===== src/sv/nsr_pkg.sv =====
package nsr_pkg;

   localparam int DATA_WIDTH = 32;
   localparam int FRAC_BITS  = 16;
   localparam int DIV_STEPS  = DATA_WIDTH + FRAC_BITS;
   localparam int DIV_CNT_W  = $clog2(DIV_STEPS);

   localparam int TOL_W    = 16;
   localparam int ITER_W   = 6;
   localparam int GUESS_W  = 16;
   localparam int STATUS_W = 2;

   localparam int CSR_ADDR_W = 4;
   localparam int CSR_DATA_W = 32;

   localparam logic [1:0] REG_TOLERANCE      = 2'd0;
   localparam logic [1:0] REG_MAX_ITERATIONS = 2'd1;
   localparam logic [1:0] REG_MIN_GUESS      = 2'd2;

   localparam logic [TOL_W-1:0]   TOL_RESET   = TOL_W'(1);
   localparam logic [ITER_W-1:0]  ITER_RESET  = ITER_W'(40);
   localparam logic [GUESS_W-1:0] GUESS_RESET = GUESS_W'(1);

   localparam logic [STATUS_W-1:0] STATUS_SOLVED    = 2'd0;
   localparam logic [STATUS_W-1:0] STATUS_LIMITED   = 2'd1;
   localparam logic [STATUS_W-1:0] STATUS_BAD_GUESS = 2'd2;

   typedef struct packed {
      logic [DATA_WIDTH-1:0] radicand;
      logic [DATA_WIDTH-1:0] initial_guess;
   } req_type;

   typedef struct packed {
      logic [DATA_WIDTH-1:0] root;
      logic [STATUS_W-1:0]   status;
      logic [ITER_W-1:0]     iterations;
   } rsp_type;

   typedef struct packed {
      logic                  start;
      logic [DATA_WIDTH-1:0] dividend;
      logic [DATA_WIDTH-1:0] divisor;
   } div_ctrl_type;

   typedef struct packed {
      logic                  busy;
      logic                  done;
      logic [DATA_WIDTH-1:0] quotient;
   } div_stat_type;

endpackage


===== src/sv/nsr_divider.sv =====
module nsr_divider (
   input  logic                  clock,
   input  logic                  reset,
   input  nsr_pkg::div_ctrl_type ctrl,
   output nsr_pkg::div_stat_type stat
);

   logic [nsr_pkg::DATA_WIDTH-1:0] num_ff, num_in;
   logic [nsr_pkg::DATA_WIDTH-1:0] den_ff, den_in;
   logic [nsr_pkg::DATA_WIDTH-1:0] rem_ff, rem_in;
   logic [nsr_pkg::DATA_WIDTH-1:0] quot_ff, quot_in;
   logic                           ovf_ff, ovf_in;
   logic                           zero_ff, zero_in;
   logic [nsr_pkg::DIV_CNT_W-1:0]  cnt_ff, cnt_in;
   logic                           busy_ff, busy_in;
   logic                           done_ff, done_in;

   logic [nsr_pkg::DATA_WIDTH:0]   rem_shift;
   logic [nsr_pkg::DATA_WIDTH:0]   rem_sub;
   logic                           qbit;

   // The partial remainder stays below the divisor, so one extra bit is enough.
   assign rem_shift = {rem_ff, num_ff[nsr_pkg::DATA_WIDTH-1]};
   assign rem_sub   = rem_shift - {1'b0, den_ff};
   assign qbit      = (rem_shift >= {1'b0, den_ff});

   always_comb begin
      num_in  = num_ff;
      den_in  = den_ff;
      rem_in  = rem_ff;
      quot_in = quot_ff;
      ovf_in  = ovf_ff;
      zero_in = zero_ff;
      cnt_in  = cnt_ff;
      busy_in = busy_ff;
      done_in = 1'b0;
      if (ctrl.start) begin
         num_in  = ctrl.dividend;
         den_in  = ctrl.divisor;
         rem_in  = '0;
         quot_in = '0;
         ovf_in  = 1'b0;
         zero_in = (ctrl.divisor == '0);
         cnt_in  = '0;
         busy_in = 1'b1;
      end else if (busy_ff) begin
         // Zeros shift in behind the dividend to supply the fraction bits.
         num_in  = {num_ff[nsr_pkg::DATA_WIDTH-2:0], 1'b0};
         rem_in  = qbit ? rem_sub[nsr_pkg::DATA_WIDTH-1:0]
                        : rem_shift[nsr_pkg::DATA_WIDTH-1:0];
         ovf_in  = ovf_ff | quot_ff[nsr_pkg::DATA_WIDTH-1];
         quot_in = {quot_ff[nsr_pkg::DATA_WIDTH-2:0], qbit};
         cnt_in  = cnt_ff + 1'b1;
         if (cnt_ff == nsr_pkg::DIV_CNT_W'(nsr_pkg::DIV_STEPS - 1)) begin
            busy_in = 1'b0;
            done_in = 1'b1;
         end
      end
   end

   always_ff @(posedge clock) begin
      if (reset) begin
         busy_ff <= 1'b0;
         done_ff <= 1'b0;
      end else begin
         busy_ff <= busy_in;
         done_ff <= done_in;
      end
      num_ff  <= num_in;
      den_ff  <= den_in;
      rem_ff  <= rem_in;
      quot_ff <= quot_in;
      ovf_ff  <= ovf_in;
      zero_ff <= zero_in;
      cnt_ff  <= cnt_in;
   end

   assign stat.busy     = busy_ff;
   assign stat.done     = done_ff;
   assign stat.quotient = (zero_ff || ovf_ff) ? '1 : quot_ff;

   a_done_after_busy: assert property (@(posedge clock) disable iff (reset)
      done_ff |-> $past(busy_ff))
      else $error("divider finished without having run");

   a_no_restart: assert property (@(posedge clock) disable iff (reset)
      ctrl.start |-> !busy_ff)
      else $error("divider started while still busy");

   a_busy_after_start: assert property (@(posedge clock) disable iff (reset)
      ctrl.start |=> busy_ff && !done_ff)
      else $error("divider did not begin after start");

endmodule


===== src/sv/newton_square_root.sv =====
// Newton-Raphson square root on unsigned Q16.16 values, one transaction at a time.
// Each Newton step runs the bit-serial divider, then forms the new estimate and then
// tests convergence; a rejected guess skips the divider and goes straight to the result,
// and the step cap is at most 63.
// req_stall stays high from acceptance until the result is in the output register.
// Synchronous reset clears the control state and loads the register defaults.
module newton_square_root (
   input  logic                              clock,
   input  logic                              reset,
   input  logic                              req_valid,
   output logic                              req_stall,
   input  nsr_pkg::req_type                  req_data,
   output logic                              rsp_valid,
   input  logic                              rsp_stall,
   output nsr_pkg::rsp_type                  rsp_data,
   input  logic                              csr_psel,
   input  logic                              csr_penable,
   input  logic                              csr_pwrite,
   input  logic [nsr_pkg::CSR_ADDR_W-1:0]    csr_paddr,
   input  logic [nsr_pkg::CSR_DATA_W-1:0]    csr_pwdata,
   output logic [nsr_pkg::CSR_DATA_W-1:0]    csr_prdata,
   output logic                              csr_pready
);

   typedef enum logic [3:0] {
      ST_IDLE   = 4'b0001,
      ST_DIVIDE = 4'b0010,
      ST_CHECK  = 4'b0100,
      ST_FINISH = 4'b1000
   } state_type;

   state_type state_ff, state_in;

   logic [nsr_pkg::TOL_W-1:0]      tol_ff, tol_in;
   logic [nsr_pkg::ITER_W-1:0]     max_iter_ff, max_iter_in;
   logic [nsr_pkg::GUESS_W-1:0]    min_guess_ff, min_guess_in;

   logic [nsr_pkg::DATA_WIDTH-1:0] radicand_ff, radicand_in;
   logic [nsr_pkg::DATA_WIDTH-1:0] est_ff, est_in;
   logic [nsr_pkg::DATA_WIDTH-1:0] next_ff, next_in;
   logic [nsr_pkg::ITER_W-1:0]     count_ff, count_in;
   nsr_pkg::rsp_type               result_ff, result_in;
   logic                           rsp_valid_ff, rsp_valid_in;
   nsr_pkg::rsp_type               rsp_data_ff, rsp_data_in;

   nsr_pkg::div_ctrl_type          div_ctrl;
   nsr_pkg::div_stat_type          div_stat;

   logic                           req_take;
   logic                           csr_write;
   logic [1:0]                     csr_index;
   logic [nsr_pkg::DATA_WIDTH:0]   sum;
   logic [nsr_pkg::DATA_WIDTH-1:0] diff;
   logic                           converged;
   logic                           limited;
   logic                           out_free;

   nsr_divider u_divider (
      .clock (clock),
      .reset (reset),
      .ctrl  (div_ctrl),
      .stat  (div_stat)
   );

   assign req_stall = (state_ff != ST_IDLE);
   assign req_take  = req_valid && !req_stall;
   assign out_free  = !rsp_valid_ff || !rsp_stall;

   assign csr_pready = 1'b1;
   assign csr_write  = csr_psel && csr_penable && csr_pwrite && csr_pready;
   assign csr_index  = csr_paddr[3:2];

   always_comb begin
      csr_prdata = '0;
      unique case (csr_index)
         nsr_pkg::REG_TOLERANCE:      csr_prdata = nsr_pkg::CSR_DATA_W'(tol_ff);
         nsr_pkg::REG_MAX_ITERATIONS: csr_prdata = nsr_pkg::CSR_DATA_W'(max_iter_ff);
         nsr_pkg::REG_MIN_GUESS:      csr_prdata = nsr_pkg::CSR_DATA_W'(min_guess_ff);
         default:                     csr_prdata = '0;
      endcase
   end

   always_comb begin
      tol_in       = tol_ff;
      max_iter_in  = max_iter_ff;
      min_guess_in = min_guess_ff;
      if (csr_write) begin
         unique case (csr_index)
            nsr_pkg::REG_TOLERANCE:
               tol_in = csr_pwdata[nsr_pkg::TOL_W-1:0];
            nsr_pkg::REG_MAX_ITERATIONS:
               max_iter_in = csr_pwdata[nsr_pkg::ITER_W-1:0];
            nsr_pkg::REG_MIN_GUESS:
               min_guess_in = csr_pwdata[nsr_pkg::GUESS_W-1:0];
            default: ;
         endcase
      end
   end

   // The sum saturates before halving, so the new estimate never wraps.
   assign sum  = {1'b0, est_ff} + {1'b0, div_stat.quotient};
   assign diff = (next_ff >= est_ff) ? (next_ff - est_ff) : (est_ff - next_ff);
   assign converged = (diff <= nsr_pkg::DATA_WIDTH'(tol_ff));
   assign limited   = (count_ff >= max_iter_ff);

   always_comb begin
      div_ctrl.start    = 1'b0;
      div_ctrl.dividend = (state_ff == ST_IDLE) ? req_data.radicand : radicand_ff;
      div_ctrl.divisor  = (state_ff == ST_IDLE) ? req_data.initial_guess : next_ff;

      state_in     = state_ff;
      radicand_in  = radicand_ff;
      est_in       = est_ff;
      next_in      = next_ff;
      count_in     = count_ff;
      result_in    = result_ff;
      rsp_valid_in = rsp_valid_ff && rsp_stall;
      rsp_data_in  = rsp_data_ff;

      unique case (state_ff)
         ST_IDLE: begin
            if (req_take) begin
               radicand_in = req_data.radicand;
               est_in      = req_data.initial_guess;
               count_in    = '0;
               if (req_data.initial_guess < nsr_pkg::DATA_WIDTH'(min_guess_ff)) begin
                  result_in.root       = '0;
                  result_in.status     = nsr_pkg::STATUS_BAD_GUESS;
                  result_in.iterations = '0;
                  state_in             = ST_FINISH;
               end else begin
                  div_ctrl.start = 1'b1;
                  state_in       = ST_DIVIDE;
               end
            end
         end
         ST_DIVIDE: begin
            if (div_stat.done) begin
               // A saturated sum is all ones, so half of it keeps the top bit clear.
               next_in  = sum[nsr_pkg::DATA_WIDTH] ? {1'b0, {(nsr_pkg::DATA_WIDTH-1){1'b1}}}
                                                   : sum[nsr_pkg::DATA_WIDTH:1];
               count_in = count_ff + 1'b1;
               state_in = ST_CHECK;
            end
         end
         ST_CHECK: begin
            if (converged || limited) begin
               result_in.root       = next_ff;
               result_in.status     = limited ? nsr_pkg::STATUS_LIMITED
                                              : nsr_pkg::STATUS_SOLVED;
               result_in.iterations = count_ff;
               state_in             = ST_FINISH;
            end else begin
               est_in         = next_ff;
               div_ctrl.start = 1'b1;
               state_in       = ST_DIVIDE;
            end
         end
         ST_FINISH: begin
            if (out_free) begin
               rsp_valid_in = 1'b1;
               rsp_data_in  = result_ff;
               state_in     = ST_IDLE;
            end
         end
         default: state_in = ST_IDLE;
      endcase
   end

   always_ff @(posedge clock) begin
      if (reset) begin
         state_ff     <= ST_IDLE;
         rsp_valid_ff <= 1'b0;
         tol_ff       <= nsr_pkg::TOL_RESET;
         max_iter_ff  <= nsr_pkg::ITER_RESET;
         min_guess_ff <= nsr_pkg::GUESS_RESET;
         count_ff     <= '0;
      end else begin
         state_ff     <= state_in;
         rsp_valid_ff <= rsp_valid_in;
         tol_ff       <= tol_in;
         max_iter_ff  <= max_iter_in;
         min_guess_ff <= min_guess_in;
         count_ff     <= count_in;
      end
      radicand_ff <= radicand_in;
      est_ff      <= est_in;
      next_ff     <= next_in;
      result_ff   <= result_in;
      rsp_data_ff <= rsp_data_in;
   end

   assign rsp_valid = rsp_valid_ff;
   assign rsp_data  = rsp_data_ff;

   a_bad_guess_zero: assert property (@(posedge clock) disable iff (reset)
      rsp_valid_ff && rsp_data_ff.status == nsr_pkg::STATUS_BAD_GUESS
         |-> rsp_data_ff.root == '0 && rsp_data_ff.iterations == '0)
      else $error("rejected guess reported a root or a step count");

   a_steps_done: assert property (@(posedge clock) disable iff (reset)
      rsp_valid_ff && rsp_data_ff.status != nsr_pkg::STATUS_BAD_GUESS
         |-> rsp_data_ff.iterations != '0)
      else $error("result reported without any Newton step");

   a_divider_idle_outside: assert property (@(posedge clock) disable iff (reset)
      (state_ff == ST_IDLE || state_ff == ST_FINISH) |-> !div_stat.busy)
      else $error("divider busy while no transaction is in progress");

   a_check_after_divide: assert property (@(posedge clock) disable iff (reset)
      state_ff == ST_CHECK |-> $past(div_stat.done))
      else $error("convergence tested before the quotient was ready");

endmodule


===== config.mk =====
export PLATFORM = sky130hd
export DESIGN_NAME = newton_square_root
export DESIGN_NICKNAME = d
export VERILOG_FILES = /design/src/sv/nsr_pkg.sv /design/src/sv/nsr_divider.sv /design/src/sv/newton_square_root.sv
export SDC_FILE = /design/constraint.sdc
export NUM_CORES = 1
export LEC_CHECK = 0
export BUFFER_PORTS_ARGS = -buffer_cell sky130_fd_sc_hd__buf_2
export CORE_ASPECT_RATIO = 1.2
export CORE_MARGIN = 3
export CORE_UTILIZATION = 50
export CTS_BUF_LIST = sky130_fd_sc_hd__clkbuf_4
export DETAILED_ROUTE_END_ITERATION = 6
export PLACE_DENSITY = 0.71
export SLEW_MARGIN = 20
export SYNTH_ARGS = -nofsm -noshare
export SYNTH_HDL_FRONTEND = slang
export SYNTH_SLANG_ARGS = --single-unit

===== constraint.sdc =====
create_clock -name clock -period 8.1 [get_ports clock]
set_clock_uncertainty 0.2 [all_clocks]
set_input_delay 0.405 -clock clock [delete_from_list [all_inputs] [get_ports clock]]
set_output_delay 0.405 -clock clock [all_outputs]
set_load 0.02 [all_outputs]

# ---- Yosys cells after proc, flatten, opt, wreduce, memory -nomap -nowiden
# Index checks and enable logic that the tools add are counted.
dict set report op_classes {
  n_addsub 6
  n_lt_le_gt_ge 5
  n_eq_ne 14
  mux 35
  bitwise_logic 2
  reduce_logical 26
}
# cell n
set op_table {}
lappend op_table {{$mux W32} 9}
lappend op_table {{$mux W40} 3}
lappend op_table {{$sub A32 B32 Y32} 3}
lappend op_table {{$pmux W40 S2} 1}
lappend op_table {{$pmux W32 S2} 1}
lappend op_table {{$pmux W16 S3} 1}
lappend op_table {{$add A32 B32 Y33} 1}
lappend op_table {{$ge A33 B32 Y1} 1}
lappend op_table {{$ge A32 B32 Y1} 1}
lappend op_table {{$le A32 B16 Y1} 1}
lappend op_table {{$logic_not A32 Y1} 1}
lappend op_table {{$lt A32 B16 Y1} 1}
lappend op_table {{$mux W4} 5}
lappend op_table {{$pmux W4 S4} 1}
lappend op_table {{$add A6 B1 Y6 const B} 2}
lappend op_table {{$mux W6} 2}
lappend op_table {{$pmux W6 S2} 1}
lappend op_table {{$reduce_and A2 Y1} 6}
lappend op_table {{$mux W1} 10}
lappend op_table {{$reduce_and A3 Y1} 3}
lappend op_table {{$ne A2 B2 Y1 const B} 4}
lappend op_table {{$eq A6 B6 Y1 const B} 1}
lappend op_table {{$ge A6 B6 Y1} 1}
lappend op_table {{$reduce_bool A2 Y1} 3}
lappend op_table {{17 further kinds} 25}
dict set report totals {
  regBits 363
  in_bits 107
}

# ---- Logic depth before layout (Yosys ltp)
dict set report logic_depth {
  ltp_word 7
  mapped_depth 29
  depth_no_buf 25
}

# ---- Hierarchy
# From an unflattened synthesis, not the netlist that was laid out.
dict set report unflattened {
  cells_unflattened 2305
  hier_area_um2 22130.0
}
# module n_inst cells_per_inst area_per_inst_um2
set by_module_without_submodules {}
lappend by_module_without_submodules {newton_square_root 1 1577 14720.4}
lappend by_module_without_submodules {nsr_divider 1 728 7409.6}

# ---- Worst setup path after synthesis
# No wires, ideal clock.
dict set report synth_timing {
  kind {reg2reg}
  startpoint {register next_ff[0] in the netlist's numbering}
  endpoint {register est_ff[0] in the netlist's numbering, enable pin}
  t_arrival_ns 7.151
  required_ns 7.430
  slack_ns 0.279
  path_stages_with_launch 24
  path_buffers 2
  cell_sequence {edfxtp_1 inv_1 ha_1 inv_1 fa_1 a211o_1 a211o_1 nand4_2 nand3_2 a311oi_1 buf_2 buf_1 mux2_2 ha_1 nand2b_1 a21oi_1 o41ai_1 a2111oi_0 a211oi_1 nor4b_2 a221o_1 o311ai_1 nor4_2 o31ai_1}
}
dict set report synth_via {
  elab_chain_len 6
  elab_cells_between_ends 8
  cone_classes {2 x add/sub; 2 x order compare; 1 x eq/ne; 1 x mux; 2 x reduce/logical}
}
# element line
set synth_lines {}
lappend synth_lines {{start: declaration} newton_square_root.sv:40} ;# logic [nsr_pkg::DATA_WIDTH-1:0] next_ff, next_in;
lappend synth_lines {{start signal: assignment} newton_square_root.sv:188} ;# next_ff <= next_in;
lappend synth_lines {{$sub A32 B32 Y32 / $ge A32 B32 Y1 (equally long branches)} newton_square_root.sv:102} ;# assign diff = (next_ff >= est_ff) ? (next_ff - est_ff) : (est_ff - next_ff);
lappend synth_lines {{$mux W32 (*)} newton_square_root.sv:102}
lappend synth_lines {{$le A32 B16 Y1 (*)} newton_square_root.sv:103} ;# assign converged = (diff <= nsr_pkg::DATA_WIDTH'(tol_ff));
lappend synth_lines {{$logic_or A1 B1 Y1 (*)} newton_square_root.sv:147} ;# if (converged || limited) begin
lappend synth_lines {{$ne A2 B2 Y1 (no line) (*)} --}
lappend synth_lines {{$reduce_and A3 Y1 (no line) (*)} --}
lappend synth_lines {{end signal: assignment} newton_square_root.sv:187} ;# est_ff <= est_in;
lappend synth_lines {{end: declaration} newton_square_root.sv:39} ;# logic [nsr_pkg::DATA_WIDTH-1:0] est_ff, est_in;
# Mark *: on every way between the ends. The rest lies on a longest branch, timed or not.
# A chain may end at the register's enable or synchronous reset.

# ---- Final worst setup path
dict set report layout_timing {
  startpoint {register next_ff[0] in the netlist's numbering}
  endpoint {register u_divider.done_ff}
}
dict set report layout_via {
  elab_chain_len 7
  elab_cells_between_ends 9
  cone_classes {2 x add/sub; 2 x order compare; 3 x mux; 2 x reduce/logical}
}
# element line
set layout_lines {}
lappend layout_lines {{$sub A32 B32 Y32 / $ge A32 B32 Y1 (equally long branches)} newton_square_root.sv:102}
lappend layout_lines {{$mux W32 (*)} newton_square_root.sv:102}
lappend layout_lines {{$le A32 B16 Y1 (*)} newton_square_root.sv:103}
lappend layout_lines {{$logic_or A1 B1 Y1 (*)} newton_square_root.sv:147}
lappend layout_lines {{$mux W1 (*)} newton_square_root.sv:147}
lappend layout_lines {{$pmux W1 S2 (*)} newton_square_root.sv:120} ;# unique case (state_ff)
lappend layout_lines {{$reduce_or A3 Y1 (no line) (*)} --}
lappend layout_lines {{end signal: assignment} nsr_divider.sv:67} ;# done_ff <= done_in;
lappend layout_lines {{end: declaration} nsr_divider.sv:16} ;# logic done_ff, done_in;
# Marked as above.

==> impl_metrics.ini <==
[run_status]
status = completed

[clock_tree]
postCtsSetupBuffers = 0
root_buffer = clkbuf_4
cts.sinks = 360
cts.clk_slew.worst_paths_ns = 0.08
cts_hold_buf = 95
clock_latency_ns = 0.82
cts_resized = 0
cts_tree = yes
cts_max_level = 3
clk_path_buf_depth = 3
cts_buffers = 90

[placed_design]
pre_cts_ws_ns = 1.09
port_buffers = 145
dp_hpwl_mm = 44.3
placed_cell_area_um2 = 23400
placed_cells = 2969
place_congestion = 0.923

[floorplanning]
rows = 83
coreArea_um2 = 43300
io_pins = 182
dieArea_um2 = 46900
die_h_um = 237
die_w_um = 198
start_util_pct = 51.1

[detailed_routing]
antenna_left = 0
num_vias = 18600
wl_mm = 60.8
drtPass1Iterations = 6
viasPerCell = 5.76
drt-initial-drc-count = 1565
drc = 0
wl_per_cell_um = 18.8

[grt]
grt_usage_pct = 25.5
grt_max_degree = 67
overflow = 0
grt_pass1_vias = 18300
grt_antenna_before_repair = 4
grt_first_pass_wirelength_mm = 95.9

[critical_path]
worstReg2RegEnd = u_divider.done_ff
rrSetupSlack_ns = 1.02
setup.worst_path.end_class = flop
crit_path_frequent_cell = buf_4
max_stage_delay_ns = 0.66
cp_max_fo = 34
timing.rr.start = next_ff[0]
arrival_ns = 7.60
crit_end = u_divider.done_ff
cp.required_ns = 8.61
crit_type = flop to flop
slowest_stage = nor4b_1
start_kind = flop
startpoint = next_ff[0]
r2r_cells = 29

[sta]
setup_violations = 0
fin_crit_sh_pct = 87.4
worst_slack_ns = 1.02
fin_setup_tns_ns = 0
rsz0062_at_grt = false
fin_crit_ns = 7.08
slew_viol_final = 0
timing.fmax_ghz = 0.141
worst_slew_pin_slew_ns = 1.13
hold_slack_ns = 0.126
finalHoldViolations = 0
max_slew_margin_pct = 24.4

[yosys]
yosysSeqAreaShare_pct = 43.3
syn_avg_cell_area_um2 = 9.43
synth_area_leader_cell = edfxtp_1
yosys_warnings = 0
synth_cell_type_count = 80
synth_area_um2 = 22100
syn_inst = 2348
ys.flop_type = edfxtp_1
synth_top_area_share_pct = 32.3
synth-seq-cells = 360
synth_area_leaders = edfxtp_1 32%, dfxtp_1 11%, ha_1 9.3%, nand2_1 5.2%, a21oi_1 4.3%
synth_edf_count = 238
async_reset_ff_share_pct = 0

[pwr]
irDropWorstVdd_mv = 0.113
p_per_area_nw_per_um2 = 210
total_leakage_power_nw = 11.3
fin_total_pwr_mw = 5.35

[layout]
final_util_pct = 59.0
final_common_cell = nand2_1
drive_gt1_share_pct = 14.8
mostFrequentLayoutCells = 305 x nand2_1, 238 x edfxtp_1, 190 x a21oi_1
fillers = 3684
finalInstanceArea_um2 = 25600
nets = 2879
multi_input_area_um2 = 11400
final_cells = 3232
regArea_um2 = 9590
area_growth_pct = 15.4

[run]
cap_viol_max_count = 0

[worst_hold_path]
hp-class = input pin to flop
==> flip-flops by register name, indices dropped and copies added (netlist names), 16 cells and up <==
register / count
result_ff: 39
rsp_data: 39
est_ff: 32
radicand_ff: 32
u_divider.den_ff: 32
u_divider.num_ff: 32
u_divider.quot_ff: 32
u_divider.rem_ff: 32
next_ff: 31
min_guess_ff: 16
tol_ff: 16
==> per-layer routing <==
| metal | GRT usage [%] | part of all wire (%) | up-vias |
|---|---|---|---|
| met1 | 32.2 | 42 | 8883 |
| met2 | 42.2 | 48 | 611 |
| li1 | - | - | 8958 |
| met5 | 0 | 0.018 | - |
| met3 | 3.59 | 5.4 | 166 |
| met4 | 13.5 | 4.8 | 2 |
==> cells by family after synthesis <==
logic type	count (synthesis)	share of synthesized area [%]
flip-flops	360	43.3
adder cells (fa/ha/maj)	168	9.63
XOR/XNOR	79	3.12
AND/OR/NAND/NOR	755	15.9
other	2	0.0339
buffers and inverters	289	5.56
AO/OA/AOI/OAI	584	16.7
multiplexers	111	5.73
==> area by class of cell <==
type / count / share of cell area [%]
flip-flops and latches: 360 / 37.5
diodes: 4 / 0.0392
repair buffers: 271 / 7.72
well taps: 552 / 2.70
multi-input cells: 1715 / 44.8
inverters: 166 / 2.45
clock buffers: 136 / 4.00
clock inverters: 28 / 0.744
==> critical path: cells and delay by family (launching register included) <==
kind	cells	cell delay, ns
XOR/XNOR	1	0.20
AO/OA/AOI/OAI	9	1.78
adder cells (fa/ha/maj)	3	0.91
AND/OR/NAND/NOR	8	2.03
buffers and inverters	8	1.44
flip-flops	1	0.40
==> how the worst min path moves through the flow <==
stage / from / endpoint / slack, ns / cells after the start
CTS: req_data[38] / radicand_ff[6] / 0.0005 / 2
global placement: result_ff[33] / rsp_data[33] / 0.20 / 0
finish: req_data[38] / radicand_ff[6] / 0.13 / 2
global route: req_data[58] / radicand_ff[26] / 0.06 / 2
detailed placement: result_ff[32] / rsp_data[32] / 0.20 / 0
floorplan: result_ff[0] / rsp_data[0] / 0.20 / 0
==> synthesized netlist by cell type (all sizes together), types with 53 or more instances <==
| master | number |
|---|---|
| mux2i | 75 |
| a21oi | 191 |
| a21o | 82 |
| clkbuf | 70 |
| edfxtp | 238 |
| nand2 | 306 |
| ha | 164 |
| dfxtp | 122 |
| inv | 165 |
| buf | 53 |
| nor2 | 186 |
| o21ai | 120 |
==> power breakdown <==
group / leakage [nW] / internal, mW / switching (mW)
registers: 3.41 / 2.13 / 0.0961
clock network: 0.712 / 0.840 / 0.775
logic: 7.17 / 0.641 / 0.876
total: 11.3 / 3.61 / 1.75
Power figures use the tool's default switching activity.
